### src/rtl/core/btp_pkg.sv
package btp_pkg;

	localparam int INDEX_BITS = 16;
	localparam int SIZE_BITS  = INDEX_BITS + 1;
	localparam int LEVELS     = INDEX_BITS + 2;

	typedef struct packed {
		logic                  live;
		logic                  done;
		logic                  valid;
		logic                  has_cand;
		logic [1:0]            kids;
		logic [INDEX_BITS-1:0] idx;
		logic [INDEX_BITS-1:0] seg_start;
		logic [SIZE_BITS-1:0]  seg_size;
		logic [INDEX_BITS-1:0] cand;
	} walk_t;

	// isolate the leading one of v
	function automatic logic [SIZE_BITS-1:0] lead_pow(input logic [SIZE_BITS-1:0] v);
		logic [SIZE_BITS-1:0] p;
		p = '0;
		for (int i = 0; i < SIZE_BITS; i++) begin
			if (v[i]) begin
				p = '0;
				p[i] = 1'b1;
			end
		end
		return p;
	endfunction

endpackage

### src/rtl/core/binary_tree_parent_calc.sv
// In-order binary tree link lookup.
// cfg channel: cfg_valid/cfg_ready/cfg_data writes node_count; cfg_ready is
// always high, so a write takes effect at the edge where cfg_valid is high.
// Write it only while busy is low.
// Query: node_index is taken at an edge where start is high and busy is low.
// busy then stays high until the result has been loaded.
// The query walks a row of INDEX_BITS+2 cells, one tree level per cell and
// one cell per cycle; the walk length is fixed by that row.
// Result: done pulses for one cycle with parent_index, is_root, child_count
// and index_valid; a new query can be taken in that same cycle, so only one
// query is in the row at a time.
// The result is shown for exactly one cycle; there is no back pressure.
// Reset: node_count returns to 1, the row is emptied and busy/done are low.
module binary_tree_parent_calc (
	input  logic                           clk,
	input  logic                           arst_n,
	input  logic                           cfg_valid,
	output logic                           cfg_ready,
	input  logic [btp_pkg::INDEX_BITS-1:0] cfg_data,
	input  logic                           start,
	output logic                           busy,
	input  logic [btp_pkg::INDEX_BITS-1:0] node_index,
	output logic                           done,
	output logic [btp_pkg::INDEX_BITS-1:0] parent_index,
	output logic                           is_root,
	output logic [1:0]                     child_count,
	output logic                           index_valid
);
	import btp_pkg::*;

	logic [INDEX_BITS-1:0] node_count_q;
	logic                  busy_q;
	logic                  done_q;
	logic [INDEX_BITS-1:0] parent_q;
	logic                  root_q;
	logic [1:0]            kids_q;
	logic                  valid_q;
	logic                  accept;
	walk_t                 head;
	walk_t                 chain [LEVELS+1];
	logic [LEVELS-1:0]     live_vec;

	assign cfg_ready = 1'b1;
	assign accept    = start && !busy_q;

	always_ff @(posedge clk or negedge arst_n) begin
		if (!arst_n) begin
			node_count_q <= INDEX_BITS'(1);
		end else if (cfg_valid && cfg_ready) begin
			node_count_q <= cfg_data;
		end
	end

	always_comb begin
		head           = '0;
		head.live      = accept;
		head.done      = (node_index >= node_count_q);
		head.idx       = node_index;
		head.seg_size  = {1'b0, node_count_q};
	end

	assign chain[0] = head;

	for (genvar g = 0; g < LEVELS; g++) begin : g_row
		btp_cell u_cell (
			.clk    (clk),
			.arst_n (arst_n),
			.d      (chain[g]),
			.q      (chain[g+1])
		);
		assign live_vec[g] = chain[g+1].live;
	end

	always_ff @(posedge clk or negedge arst_n) begin
		if (!arst_n) begin
			busy_q <= 1'b0;
			done_q <= 1'b0;
		end else begin
			done_q <= chain[LEVELS].live;
			if (accept) begin
				busy_q <= 1'b1;
			end else if (chain[LEVELS].live) begin
				busy_q <= 1'b0;
			end
		end
	end

	always_ff @(posedge clk) begin
		if (chain[LEVELS].live) begin
			valid_q  <= chain[LEVELS].valid;
			root_q   <= chain[LEVELS].valid && !chain[LEVELS].has_cand;
			kids_q   <= chain[LEVELS].valid ? chain[LEVELS].kids : 2'd0;
			parent_q <= (chain[LEVELS].valid && chain[LEVELS].has_cand) ?
				chain[LEVELS].cand : '0;
		end
	end

	assign busy         = busy_q;
	assign done         = done_q;
	assign parent_index = parent_q;
	assign is_root      = root_q;
	assign child_count  = kids_q;
	assign index_valid  = valid_q;

	// one word in flight at a time
	a_single_word: assert property (@(posedge clk) disable iff (!arst_n)
		$onehot0(live_vec))
		else $error("more than one word in the cell row");

	a_busy_after_accept: assert property (@(posedge clk) disable iff (!arst_n)
		(start && !busy) |=> (busy && !done))
		else $error("busy not raised after accept");

	a_done_idle: assert property (@(posedge clk) disable iff (!arst_n)
		done |-> !busy)
		else $error("result shown while still busy");

	a_root_links: assert property (@(posedge clk) disable iff (!arst_n)
		(done && is_root) |-> (index_valid && parent_index == '0))
		else $error("root result with parent or invalid flag");

endmodule

### src/rtl/core/btp_cell.sv
module btp_cell (
	input  logic           clk,
	input  logic           arst_n,
	input  btp_pkg::walk_t d,
	output btp_pkg::walk_t q
);
	import btp_pkg::*;

	walk_t                 n;
	logic [SIZE_BITS-1:0]  pw;
	logic [SIZE_BITS-1:0]  root_w;
	logic [INDEX_BITS-1:0] root;

	assign pw     = lead_pow(d.seg_size);
	assign root_w = {1'b0, d.seg_start} + pw - SIZE_BITS'(1);
	assign root   = root_w[INDEX_BITS-1:0];

	always_comb begin
		n = d;
		if (d.live && !d.done) begin
			if (d.seg_size == '0) begin
				n.done = 1'b1;
			end else if (d.seg_size == SIZE_BITS'(1)) begin
				n.done = 1'b1;
				if (d.seg_start == d.idx) begin
					n.valid = 1'b1;
					n.kids  = 2'd0;
				end
			end else if (d.idx == root) begin
				n.done  = 1'b1;
				n.valid = 1'b1;
				n.kids  = (d.seg_size != pw) ? 2'd2 : 2'd1;
			end else if (d.idx < root) begin
				n.cand     = root;
				n.has_cand = 1'b1;
				n.seg_size = pw - SIZE_BITS'(1);
			end else begin
				n.cand      = root;
				n.has_cand  = 1'b1;
				n.seg_start = root + INDEX_BITS'(1);
				n.seg_size  = d.seg_size - pw;
			end
		end
	end

	always_ff @(posedge clk or negedge arst_n) begin
		if (!arst_n) begin
			q <= '0;
		end else begin
			q <= n;
		end
	end

endmodule
### config.mk
export PLATFORM = sky130hd
export DESIGN_NAME = binary_tree_parent_calc
export DESIGN_NICKNAME = d
export VERILOG_FILES = /design/src/rtl/core/btp_pkg.sv /design/src/rtl/core/binary_tree_parent_calc.sv /design/src/rtl/core/btp_cell.sv
export SDC_FILE = /design/constraint.sdc
export NUM_CORES = 2
export LEC_CHECK = 0
export BUFFER_PORTS_ARGS = -buffer_cell sky130_fd_sc_hd__buf_4
export CORE_ASPECT_RATIO = 1.1
export CORE_MARGIN = 2
export CORE_UTILIZATION = 50
export CTS_CLUSTER_DIAMETER = 150
export DETAILED_ROUTE_END_ITERATION = 6
export PLACE_DENSITY = 0.74
export SYNTH_ARGS = -nofsm -noshare
export SYNTH_HDL_FRONTEND = slang
export SYNTH_HIERARCHICAL = 1
export SYNTH_SLANG_ARGS = --single-unit
### constraint.sdc
create_clock -name clk -period 14.3 [get_ports clk]
set_input_delay 0.715 -clock clk [delete_from_list [all_inputs] [get_ports clk]]
set_output_delay 0.715 -clock clk [all_outputs]
set_load 0.05 [all_outputs]
==> reports/qor.yml <==
power:
  power_density_nw_per_um2: 215
  peakVddDrop_uv: 239
  total_leakage_power_uw: 0.0494
yosys:
  avgSynthCellArea_sq_um: 8.74
  syn-instance-count: 11300
  synth_warnings: 6
  syn_area_sq_um: 98400
die:
  design.core.area_sq_um: 195000
  die_area_sq_um: 200000
  ios: 59
  die_h_microns: 469
  initial_utilization_pct: 50.4
  die_w_microns: 427
  rows: 170
critical_path:
  cp.required_ps: 15010
  end_kind: "register"
  crit_fanout: 60
  critPathKind: "register to register"
  arrival_ps: 8630
  worst_setup_path_start_kind: "register"
timing:
  layout_setup_ws_ps: 6380
  fmax_mhz: 126
  finalHoldWorstSlack_ps: 71.1
  rsz0062_at_grt: "no"
  tns_ps: 0
  max_slew_margin_pct: 19.8
  slew_viol_final: 0
  fin_crit_sh_pct: 55.4
  hold_viol_final: 0
  fin_crit_ps: 7920
  clock_skew_ps: 59.4
  worstMarginPinSlew_ps: 1200
  setup_viol: 0
clock_network:
  worstSkewPairLatency_ps: 870
  cts_hold_buf: 1
  clock_sinks: 1266
  cts_buffer_depth: 3
  post_cts_resized: 0
  cts_buffers: 145
  path_clk_slew_ps: 70
  tritoncts: "done"
  htree_levels: 4
  post-cts-setup-buffers: 0
  cts_root_buf: "clkbuf_16"
routing:
  drtPass1Iterations: 7
  viasPerCell: 5.94
  drt-initial-drc-count: 7520
  wirelength_microns: 329000
  drcViolationCount: 6
  antenna_left: 0
  wl_per_cell_microns: 23.4
  via_count: 83400
run_status:
  violations: "design-rule violations"
  status: "finished with violations"
placement:
  pre_cts_slack_ps: 6500
  placed_cells: 13800
  post_dp_cell_area_sq_um: 101000
  gp_congestion: 1.02
  numPortBuffers: 57
  hpwl_microns: 265000
layout:
  drive_above_1_share_pct: 6.37
  area_growth_pct: 8.32
  instances_no_fill: 14000
  finalInstanceArea_sq_um: 107000
  fill_cells: 17800
  final_nets: 12500
grt:
  antenna_found_initial: 14
  grt_pass1_wl_microns: 493000
  grt_max_degree: 176
  grt_pass1_vias: 81800
  grt_use_total_pct: 32.2
  grt-ovfl-total: 0
min_path:
  hp-class: "primary input to register"
flow_run:
  drv_cap: 0
-- flip-flops by register name, indices dropped and copies added, names as in the netlist --
register,flops
busy,1
node_count_q,16
done,1
index_valid,1
g_row.u_cell/q,1228
is_root,1
child_count,2
parent_index,16
-- routing by layer --
metal | vias up | share of wire, % | global-route usage (%)
li1 | 39500 | - | -
met4 | 4 | 5.7 | 16.5
met1 | 40100 | 40 | 39.9
met3 | 763 | 6.1 | 4.95
met2 | 2970 | 48 | 54.0
met5 | - | 0.010 | 0
-- per-stage QoR --
stage / total power (uW) / utilization, %
after floorplan: 15100 / -
after global placement: 18400 / 51.9
after detailed placement: 18600 / 51.9
after CTS: 22600 / 54.6
after global routing: 24400 / 54.6
final: 22900 / 54.6
-- worst max-delay path, cell delays in order (launching register included) --
cell and delay [ps]:
dfrtp_1 460, nor4_2 480, nand2_1 240, nor4_1 600, nand3_1 400, ha_1 400, inv_1 40, ha_1 240
fa_1 440, a211oi_1 390, nor3_1 160, o41ai_4 440, a21oi_2 140, a2111oi_4 380, xor2_2 190, ha_1 330
and3_1 180, nand3_1 130, or3_1 460, nor3_4 310, or2_2 840, nor3_1 150, a221o_1 370
-- where the power goes --
part / internal, uW / switching [uW] / total (uW)
clock: 2230 / 1710 / 3940
combinational: 5370 / 8450 / 13800
sequential: 4190 / 917 / 5110
total: 11800 / 11100 / 22900
-- placed cells by master (no fill, tap or decap), types with 193 or more instances in the layout --
cell        n
nor2_1    697
xor2_1    397
a21o_1    193
ha_1     1094
nand3_1   303
nand2_1  1180
a21oi_1   539
dfrtp_1  1245
xnor2_1   585
inv_1    1163
o21ai_0   821
nor3_1    207
-- worst paths after layout --
path | start | cells after the start | slack [ps] | to
worst min register to register | g_row[16].u_cell/q[70] | 0 | 380 | g_row[17].u_cell/q[70]
worst max-delay path | g_row[10].u_cell/q[31] | 22 | 6380 | g_row[11].u_cell/q[29]
worst min-delay path | node_index[3] | 1 | 70 | g_row[0].u_cell/q[52]
max in group asynchronous | arst_n | 5 | 10440 | g_row[6].u_cell/q[29]
worst max register to register | g_row[10].u_cell/q[31] | 22 | 6380 | g_row[11].u_cell/q[29]
min in group asynchronous | arst_n | 2 | 480 | done
-- layout make-up --
cell class / count / area, sq um / share of cell area, %
multi-input cells: 8626 / 61000 / 57.3
flip-flops and latches: 1266 / 31800 / 29.8
inverters: 1163 / 4370 / 4.10
clock buffers: 190 / 4030 / 3.78
well taps: 2580 / 3230 / 3.03
clock inverters: 80 / 1120 / 1.05
repair buffers: 123 / 988 / 0.927
diodes: 9 / 22.5 / 0.0211
(Power assumes the default switching activity.)
